File: src/hdl/src_pkg.sv
// ----------------------------------------------------------------------------
// src_pkg
// Shared types and codes for the stereo rate converter.
// ----------------------------------------------------------------------------
package src_pkg;

   localparam int unsigned SAMPLE_W = 16;

   // action codes carried on the request channel
   localparam logic [1:0] ACT_SAMPLE  = 2'd0;
   localparam logic [1:0] ACT_RESTART = 2'd1;
   localparam logic [1:0] ACT_PAUSE   = 2'd2;

   typedef struct packed {
      logic [1:0]                 action;
      logic signed [SAMPLE_W-1:0] left_in;
      logic signed [SAMPLE_W-1:0] right_in;
   } src_req_type;

   typedef struct packed {
      logic signed [SAMPLE_W-1:0] left_out;
      logic signed [SAMPLE_W-1:0] right_out;
      logic                       last;
   } src_rsp_type;

   typedef enum logic [2:0] {
      ST_IDLE,
      ST_CHECK,
      ST_MUL_A,
      ST_MUL_B,
      ST_MUL_C,
      ST_FIX
   } src_state_type;

   // controller to datapath
   typedef struct packed {
      logic take_sample;
      logic restart;
      logic pause;
      logic step;
      logic mul_a;
      logic mul_b;
      logic mul_c;
      logic load_out;
      logic last;
   } src_cmd_type;

   // datapath to controller
   typedef struct packed {
      logic phase_ge;
      logic phase_ge_next;
      logic out_free;
   } src_status_type;

endpackage

File: src/hdl/stereo_rate_converter_44k1_to_48k.sv
// ----------------------------------------------------------------------------
// stereo_rate_converter_44k1_to_48k
// Each sample beat is taken in idle and yields one or two result pairs at
//   44.1 to 48 kHz. For each result the phase check and the four lane steps
//   (three multiplies, one correction) run; the last step loads the result
//   register and stalls while it is still held. A new request beat is taken
//   only once the last result of the beat is loaded; restart and pause act in idle.
// Reset: clears history, phase and both handshakes; no clearing pass.
// ----------------------------------------------------------------------------
module stereo_rate_converter_44k1_to_48k #(
   parameter int unsigned IN_RATE_HZ  = 44100,
   parameter int unsigned OUT_RATE_HZ = 48000
) (
   input  logic                 clock,
   input  logic                 reset,
   // request channel: one beat per sample pair or control action
   input  logic                 req_valid,
   output logic                 req_ready,
   input  src_pkg::src_req_type req_data,
   // result channel: one beat per interpolated pair
   output logic                 rsp_valid,
   input  logic                 rsp_ready,
   output src_pkg::src_rsp_type rsp_data
);
   import src_pkg::*;

   src_cmd_type    cmd;
   src_status_type status;

   // The controller owns sequencing only: it takes a request beat in idle,
   // walks the phase check and the four lane steps for each result, and
   // stalls in the last step while the result register is still held.
   src_ctrl u_ctrl (
      .clock     (clock),
      .reset     (reset),
      .req_valid (req_valid),
      .req_ready (req_ready),
      .action    (req_data.action),
      .status    (status),
      .cmd       (cmd)
   );

   // The datapath holds the previous and current pairs, the phase
   // accumulator, one interpolation lane per channel and the result
   // register, which decouples the result side so a finished beat can
   // wait while the next request is taken.
   src_datapath #(
      .IN_RATE_HZ  (IN_RATE_HZ),
      .OUT_RATE_HZ (OUT_RATE_HZ)
   ) u_datapath (
      .clock     (clock),
      .reset     (reset),
      .cmd       (cmd),
      .left_in   (req_data.left_in),
      .right_in  (req_data.right_in),
      .status    (status),
      .rsp_ready (rsp_ready),
      .rsp_valid (rsp_valid),
      .rsp_data  (rsp_data)
   );

endmodule

File: src/hdl/src_lane.sv
// ----------------------------------------------------------------------------
// src_lane
// One channel of interpolation: prev + (cur - prev) * num / IN_RATE_HZ,
// truncated toward zero, in four sequenced steps.
// ----------------------------------------------------------------------------
module src_lane #(
   parameter int unsigned IN_RATE_HZ
) (
   input  logic                                 clock,
   input  src_pkg::src_cmd_type                 cmd,
   input  logic signed [src_pkg::SAMPLE_W-1:0]  prev,
   input  logic signed [src_pkg::SAMPLE_W-1:0]  cur,
   input  logic [$clog2(IN_RATE_HZ+1)-1:0]      num,
   output logic signed [src_pkg::SAMPLE_W-1:0]  result
);
   import src_pkg::*;

   localparam int unsigned NUM_W = $clog2(IN_RATE_HZ + 1);
   localparam int unsigned Q_W   = SAMPLE_W;
   localparam int unsigned MAG_W = Q_W + NUM_W;
   localparam int unsigned R_W   = MAG_W - $clog2(IN_RATE_HZ) + 1;
   localparam int unsigned P_W   = MAG_W + R_W;
   localparam int unsigned SUM_W = SAMPLE_W + 2;
   localparam longint unsigned RECIP_L = (64'd1 << MAG_W) / IN_RATE_HZ;
   localparam logic [R_W-1:0]  RECIP   = R_W'(RECIP_L);

   logic signed [SAMPLE_W:0]  diff;
   logic [Q_W-1:0]            dmag;
   logic                      neg_ff, neg_in;
   logic [MAG_W-1:0]          mag_ff, mag_in;
   logic [P_W-1:0]            qprod;
   logic [Q_W-1:0]            qe_ff, qe_in;
   logic [MAG_W-1:0]          qin_ff, qin_in;
   logic signed [SUM_W-1:0]   base_ff, base_in;
   logic signed [SUM_W-1:0]   qz, qs;
   logic [MAG_W-1:0]          rem;
   logic signed [SUM_W-1:0]   sum;

   always_comb begin
      // step A: magnitude of the difference times the phase weight
      diff   = {cur[SAMPLE_W-1], cur} - {prev[SAMPLE_W-1], prev};
      neg_in = diff[SAMPLE_W];
      dmag   = neg_in ? Q_W'(-diff) : Q_W'(diff);
      mag_in = MAG_W'(dmag) * MAG_W'(num);

      // step B: quotient estimate by reciprocal, low by at most one
      qprod = P_W'(mag_ff) * P_W'(RECIP);
      qe_in = qprod[MAG_W +: Q_W];

      // step C: back-multiply, and form prev plus signed estimate
      qin_in  = MAG_W'(qe_ff) * MAG_W'(IN_RATE_HZ);
      qz      = $signed(SUM_W'(qe_ff));
      qs      = neg_ff ? -qz : qz;
      base_in = SUM_W'(prev) + qs;

      // step D: bump the quotient by one where the remainder is too large
      rem = mag_ff - qin_ff;
      if (rem >= MAG_W'(IN_RATE_HZ)) begin
         sum = neg_ff ? (base_ff - SUM_W'(1)) : (base_ff + SUM_W'(1));
      end else begin
         sum = base_ff;
      end
      result = sum[SAMPLE_W-1:0];
   end

   always_ff @(posedge clock) begin
      if (cmd.mul_a) begin
         neg_ff <= neg_in;
         mag_ff <= mag_in;
      end
      if (cmd.mul_b) begin
         qe_ff <= qe_in;
      end
      if (cmd.mul_c) begin
         qin_ff  <= qin_in;
         base_ff <= base_in;
      end
   end

endmodule

File: src/hdl/src_datapath.sv
// ----------------------------------------------------------------------------
// src_datapath
// Sample history, phase accumulator, two interpolation lanes and the
// result register.
// ----------------------------------------------------------------------------
module src_datapath #(
   parameter int unsigned IN_RATE_HZ,
   parameter int unsigned OUT_RATE_HZ
) (
   input  logic                                 clock,
   input  logic                                 reset,
   input  src_pkg::src_cmd_type                 cmd,
   input  logic signed [src_pkg::SAMPLE_W-1:0]  left_in,
   input  logic signed [src_pkg::SAMPLE_W-1:0]  right_in,
   output src_pkg::src_status_type              status,
   input  logic                                 rsp_ready,
   output logic                                 rsp_valid,
   output src_pkg::src_rsp_type                 rsp_data
);
   import src_pkg::*;

   localparam int unsigned NUM_W   = $clog2(IN_RATE_HZ + 1);
   localparam int unsigned PHASE_W = $clog2(IN_RATE_HZ + OUT_RATE_HZ);

   logic signed [SAMPLE_W-1:0] held_left_ff, held_right_ff;
   logic signed [SAMPLE_W-1:0] prev_left_ff, prev_right_ff;
   logic [PHASE_W-1:0]         phase_ff, phase_sub;
   logic [NUM_W-1:0]           num_ff, num_in;
   logic                       rsp_valid_ff;
   src_rsp_type                rsp_ff;
   logic signed [SAMPLE_W-1:0] lane_left, lane_right;

   always_comb begin
      phase_sub            = phase_ff - PHASE_W'(IN_RATE_HZ);
      status.phase_ge      = (phase_ff >= PHASE_W'(IN_RATE_HZ));
      status.phase_ge_next = status.phase_ge && (phase_sub >= PHASE_W'(IN_RATE_HZ));
      status.out_free      = !rsp_valid_ff || rsp_ready;
      // weight of the current sample; zero while another output is pending
      num_in = status.phase_ge_next ? '0 : NUM_W'(PHASE_W'(IN_RATE_HZ) - phase_sub);
   end

   always_ff @(posedge clock) begin
      if (reset) begin
         held_left_ff  <= '0;
         held_right_ff <= '0;
         phase_ff      <= '0;
         rsp_valid_ff  <= 1'b0;
      end else begin
         if (cmd.take_sample) begin
            held_left_ff  <= left_in;
            held_right_ff <= right_in;
            phase_ff      <= phase_ff + PHASE_W'(OUT_RATE_HZ);
         end
         if (cmd.restart) begin
            held_left_ff  <= '0;
            held_right_ff <= '0;
            phase_ff      <= '0;
         end
         if (cmd.pause) begin
            phase_ff <= '0;
         end
         if (cmd.step) begin
            phase_ff <= phase_sub;
         end
         if (cmd.load_out) begin
            rsp_valid_ff <= 1'b1;
         end else if (rsp_ready) begin
            rsp_valid_ff <= 1'b0;
         end
      end
   end

   always_ff @(posedge clock) begin
      if (cmd.take_sample) begin
         prev_left_ff  <= held_left_ff;
         prev_right_ff <= held_right_ff;
      end
      if (cmd.step) begin
         num_ff <= num_in;
      end
      if (cmd.load_out) begin
         rsp_ff.left_out  <= lane_left;
         rsp_ff.right_out <= lane_right;
         rsp_ff.last      <= cmd.last;
      end
   end

   src_lane #(
      .IN_RATE_HZ (IN_RATE_HZ)
   ) u_lane_left (
      .clock  (clock),
      .cmd    (cmd),
      .prev   (prev_left_ff),
      .cur    (held_left_ff),
      .num    (num_ff),
      .result (lane_left)
   );

   src_lane #(
      .IN_RATE_HZ (IN_RATE_HZ)
   ) u_lane_right (
      .clock  (clock),
      .cmd    (cmd),
      .prev   (prev_right_ff),
      .cur    (held_right_ff),
      .num    (num_ff),
      .result (lane_right)
   );

   assign rsp_valid = rsp_valid_ff;
   assign rsp_data  = rsp_ff;

`ifndef SYNTH
   a_num_in_range: assert property (@(posedge clock) disable iff (reset)
      cmd.mul_a |-> (num_ff <= NUM_W'(IN_RATE_HZ)))
      else $error("interpolation weight above input rate");

   a_load_free: assert property (@(posedge clock) disable iff (reset)
      cmd.load_out |-> status.out_free)
      else $error("result register overwritten while held");
`endif

endmodule

File: src/hdl/src_ctrl.sv
// ----------------------------------------------------------------------------
// src_ctrl
// Sequencer: decode the action, step the phase, run the lane steps and
// hand each result to the output register.
// ----------------------------------------------------------------------------
module src_ctrl (
   input  logic                    clock,
   input  logic                    reset,
   input  logic                    req_valid,
   output logic                    req_ready,
   input  logic [1:0]              action,
   input  src_pkg::src_status_type status,
   output src_pkg::src_cmd_type    cmd
);
   import src_pkg::*;

   src_state_type state_ff, state_in;
   logic          last_ff, last_in;
   logic          emitted_ff, emitted_in;

   always_ff @(posedge clock) begin
      if (reset) begin
         state_ff   <= ST_IDLE;
         last_ff    <= 1'b0;
         emitted_ff <= 1'b0;
      end else begin
         state_ff   <= state_in;
         last_ff    <= last_in;
         emitted_ff <= emitted_in;
      end
   end

   always_comb begin
      state_in   = state_ff;
      last_in    = last_ff;
      emitted_in = emitted_ff;
      req_ready  = 1'b0;
      cmd        = '0;
      cmd.last   = last_ff;
      unique case (state_ff)
         ST_IDLE: begin
            req_ready = 1'b1;
            if (req_valid) begin
               emitted_in = 1'b0;
               unique case (action)
                  ACT_SAMPLE: begin
                     cmd.take_sample = 1'b1;
                     state_in        = ST_CHECK;
                  end
                  ACT_RESTART: cmd.restart = 1'b1;
                  ACT_PAUSE:   cmd.pause   = 1'b1;
                  default: ;
               endcase
            end
         end
         ST_CHECK: begin
            if (status.phase_ge) begin
               cmd.step = 1'b1;
               last_in  = !status.phase_ge_next || emitted_ff;
               state_in = ST_MUL_A;
            end else begin
               state_in = ST_IDLE;
            end
         end
         ST_MUL_A: begin
            cmd.mul_a = 1'b1;
            state_in  = ST_MUL_B;
         end
         ST_MUL_B: begin
            cmd.mul_b = 1'b1;
            state_in  = ST_MUL_C;
         end
         ST_MUL_C: begin
            cmd.mul_c = 1'b1;
            state_in  = ST_FIX;
         end
         ST_FIX: begin
            if (status.out_free) begin
               cmd.load_out = 1'b1;
               emitted_in   = 1'b1;
               state_in     = last_ff ? ST_IDLE : ST_CHECK;
            end
         end
         default: state_in = ST_IDLE;
      endcase
   end

`ifndef SYNTH
   a_idle_phase: assert property (@(posedge clock) disable iff (reset)
      (state_ff == ST_IDLE) |-> !status.phase_ge)
      else $error("phase left at or above input rate when idle");

   a_more_follows: assert property (@(posedge clock) disable iff (reset)
      (cmd.load_out && !cmd.last) |=> status.phase_ge)
      else $error("non-final result without a pending output");

   a_second_is_last: assert property (@(posedge clock) disable iff (reset)
      (cmd.load_out && emitted_ff) |-> cmd.last)
      else $error("more than two results for one sample");
`endif

endmodule

File: config.mk
export PLATFORM = sky130hd
export DESIGN_NAME = stereo_rate_converter_44k1_to_48k
export DESIGN_NICKNAME = d
export VERILOG_FILES = /design/src/hdl/src_pkg.sv /design/src/hdl/stereo_rate_converter_44k1_to_48k.sv /design/src/hdl/src_lane.sv /design/src/hdl/src_datapath.sv /design/src/hdl/src_ctrl.sv
export SDC_FILE = /design/constraint.sdc
export NUM_CORES = 2
export LEC_CHECK = 0
export ABC_AREA = 1
export BUFFER_PORTS_ARGS = -buffer_cell sky130_fd_sc_hd__buf_4
export CORE_ASPECT_RATIO = 0.8
export CORE_MARGIN = 5
export CORE_UTILIZATION = 30
export DETAILED_ROUTE_END_ITERATION = 10
export PLACE_DENSITY_LB_ADDON = 0.25
export REMOVE_ABC_BUFFERS = 1
export SYNTH_ARGS = -nofsm -noshare
export SYNTH_HDL_FRONTEND = slang
export SYNTH_SLANG_ARGS = --single-unit
File: constraint.sdc
create_clock -name clock -period 6.4 [get_ports clock]
set_input_delay 0.32 -clock clock [delete_from_list [all_inputs] [get_ports clock]]
set_output_delay 0.32 -clock clock [all_outputs]
set_load 0.01 [all_outputs]
==> results by group <==
Status
  • Outcome: finished, violations left
  • Failing checks: negative setup slack

Timing
  • Hold Vio Cnt, Final: 0
  • Final Max Tran Viols: 0
  • Worst Skew: 0.0404 ns
  • Minimum clock period: 7.28 ns
  • Post-route setup slack: -0.881 ns
  • Hold WS: 0.0846 ns
  • # setup viols final: 45
  • Least-Margin Pin Slew: 1.03 ns
  • Crit share post-route: 1.14
  • RSZ-0062 raised after global routing: yes
  • Worst slew margin: 0.309
  • Fmax: 137 MHz

Logic synthesis
  • Post-Syn Area per Cell: 8.41 sq um
  • Synth Flop Type: edfxtp_1
  • Post-synthesis sequential area ratio: 0.133
  • Mux cell area share after synthesis: 0
  • Number of synthesis warnings: 0
  • Post-synthesis compound-gate area fraction: 0.0651
  • Synthesized instance count: 8174
  • Syn Std Cell Area: 68700 sq um
  • Xor/xnor share of the synthesized area: 0.0347
  • Count of different cell masters after synthesis: 62
  • FF+latch count, synth: 322
  • Synth Area in Simple Gates: 0.165
  • Adder-Cell Fraction of Synth Area: 0.491
  • Post-synth EDFFs: 269
  • Synth async-reset ratio: 0
  • Largest family of logic cells by synthesized area: adder cells

Worst hold path
  • Hold path cells: 4
  • Hold Path Class: input pin to register

Cells and area
  • Final net count: 11156
  • Synth-to-layout area growth: 20.6%
  • Most common cell after layout, fill and taps aside: inv_1
  • Util after Layout: 0.363
  • Share of cells above drive strength 1: 0.160
  • Most frequent cells in the layout: inv_1, nand2_1, fa_1
  • Filler cells: 23580

Worst setup path
  • Critical path class: register to register
  • Reg2reg end: u_datapath.u_lane_left.mag_ff[28]
  • Worst path slowest cell: fa_1
  • Crit. Startpoint: u_datapath.prev_left_ff[0]
  • Crit end category: register
  • Worst-path maximum fanout: 4
  • Reg2reg start: u_datapath.prev_left_ff[0]
  • R2r setup slk: -0.88 ns
  • Largest stage delay, worst path: 0.52 ns
  • Reg2Reg Depth: 32
  • Crit path capture: u_datapath.u_lane_left.mag_ff[28]
  • WP data arrival: 7.66 ns
  • CP required: 6.78 ns
  • CP startpoint kind: register

Global routing
  • GRT Total Usage: 0.176
  • Grt total ovfl: 0
  • Pin count of the biggest net entering global routing: 68
  • Initial antenna violation count: 8
  • Vias in the first global route: 56852
  • First-pass GRT wire length: 330 mm

Die
  • Initial core utilization: 0.301
  • IO Count: 73
  • Die width: 545 um
  • Die height: 438 um
  • CORE AREA: 228000 sq um
  • Die footprint: 239000 sq um
  • Row count: 157

Placed design
  • Port Buffers: 72
  • Gpl congestion: 0.898
  • DPL Wire Length: 182 mm

Drt
  • Drt wl/cell: 17.4 um
  • DRT Pass-1 Iters: 6
  • Routed wire length: 211 mm
  • Drt via density: 4.57
  • Antenna-violating nets left: 0
  • Iteration-0 DRC Markers: 3571
  • Routed via count: 55337
  • DRC errors left: 0

Clock network
  • Clk Latency, worst-skew pair: 0.66 ns
  • Clock sink total: 322
  • CTS H-tree depth: 2
  • CTS Buf Count: 41
  • Reg clk slew, reported paths: 0.06 ns
  • CTS tree: done
  • CTS root buf: clkbuf_16
  • CTS max path bufs: 3

Job
  • Max Cap Viol: 0
worst max-delay path, delay by kind of cell, from the launching register on:
family	cells	cell delay, ns
compound gates	1	0.11
xor+xnor	3	0.50
fa+ha+maj	9	3.92
buf+inv	9	0.98
flops	1	0.40
simple gates	10	1.12
area by class of cell:
cell class,count,area [sq um],share of cell area
multi-input cells,5898,54400,0.656
flip-flops and latches,322,9140,0.110
inverters,1936,7310,0.0882
repair buffers,854,6900,0.0832
well taps,3021,3780,0.0456
clock buffers,46,1050,0.0127
clock inverters,29,289,0.00349
repair inverters,1,8.76,0.000106
diodes,1,2.50,0.0000302
synthesized netlist by cell type, types with 28 or more instances:
cell type	n	area, sq um
clkbuf_1	55	206
nor3_1	52	260
a31oi_1	29	181
fa_1	1052	21100
edfxtp_1	269	8080
dfxtp_1	53	1060
a21oi_1	435	2180
nand4_1	99	619
inv_2	32	120
inv_1	1900	7130
o21ai_0	192	961
nand3_1	230	1150
xor2_1	190	1660
xnor2_1	70	613
a21o_1	28	210
ha_1	1012	12700
nand2_1	1576	5920
nor2_1	580	2180
nand2_2	44	275
cell families (layout without fill, tap and decap cells):
| family | Yosys count | count (layout) |
|---|---|---|
| xor gates and xnor gates | 266 | 266 |
| and+or+nand+nor | 2698 | 2699 |
| other | 2 | 65 |
| adders and majority gates | 2064 | 2064 |
| buffers and inverters | 2017 | 2866 |
| AOI/OAI and AO/OA | 805 | 805 |
| DFF | 322 | 322 |
registers in the layout (all words and copies together) (netlist names), 3 cells and up:
name and flops:
u_datapath.u_lane_right.mag_ff 32, u_datapath.rsp_data 33, u_datapath.u_lane_left.qe_ff 16, u_datapath.num_ff 14, u_datapath.prev_left_ff 16, u_datapath.held_left_ff 16, u_datapath.u_lane_right.qe_ff 16, u_datapath.u_lane_left.qin_ff 30
u_datapath.prev_right_ff 16, u_ctrl.state_ff 3, u_datapath.u_lane_left.mag_ff 32, u_datapath.held_right_ff 16, u_datapath.u_lane_right.base_ff 16, u_datapath.u_lane_right.qin_ff 30, u_datapath.phase_ff 15, u_datapath.u_lane_left.base_ff 16
routing by layer:
metal / track usage / up-vias / part of all wire
met2: 0.259 / 1094 / 0.41
met5: 0 / - / 0.000076
met3: 0.0266 / 151 / 0.055
li1: - / 27127 / -
met4: 0.0310 / 2 / 0.018
met1: 0.272 / 26963 / 0.51
worst min path at each step:
| stage | from | to | slack (ns) |
|---|---|---|---|
| 6_report | req_valid | u_ctrl.emitted_ff | 0.08 |
| 5_1_grt | req_valid | u_ctrl.emitted_ff | 0.09 |
| 4_1_cts | req_valid | u_ctrl.emitted_ff | 0.03 |
| 3_5_place_dp | u_datapath.held_right_ff[0] | u_datapath.prev_right_ff[0] | 0.45 |
| 3_3_place_gp | u_datapath.held_right_ff[0] | u_datapath.prev_right_ff[0] | 0.44 |
| 2_1_floorplan | reset | u_ctrl.emitted_ff | 0.39 |
stage by stage:
step                std cells  cell area, sq um  setup WS, ns  setup TNS [ns]
finish                  12108             82900        -0.881          -27.84
CTS                     12065             81500        -0.909          -28.37
global route            12108             82900         -1.15          -40.50
detailed placement      11897             77900         -1.21          -43.34
floorplan                8155             68600        -0.722          -18.59
global placement        11897             77900         -1.13          -39.54
repair_timing:
item,CTS,global route
hold endpoints to repair,42,0
pin swaps,130,194
hold buffers,34,0
gates cloned,3,0
setup endpoints to repair,48,49
resized for setup,326,308
buffers inserted,57,46
Power is left out: the tool's default activity adds up to more than one toggle a clock period on the data nets, which glitch-free logic cannot reach.
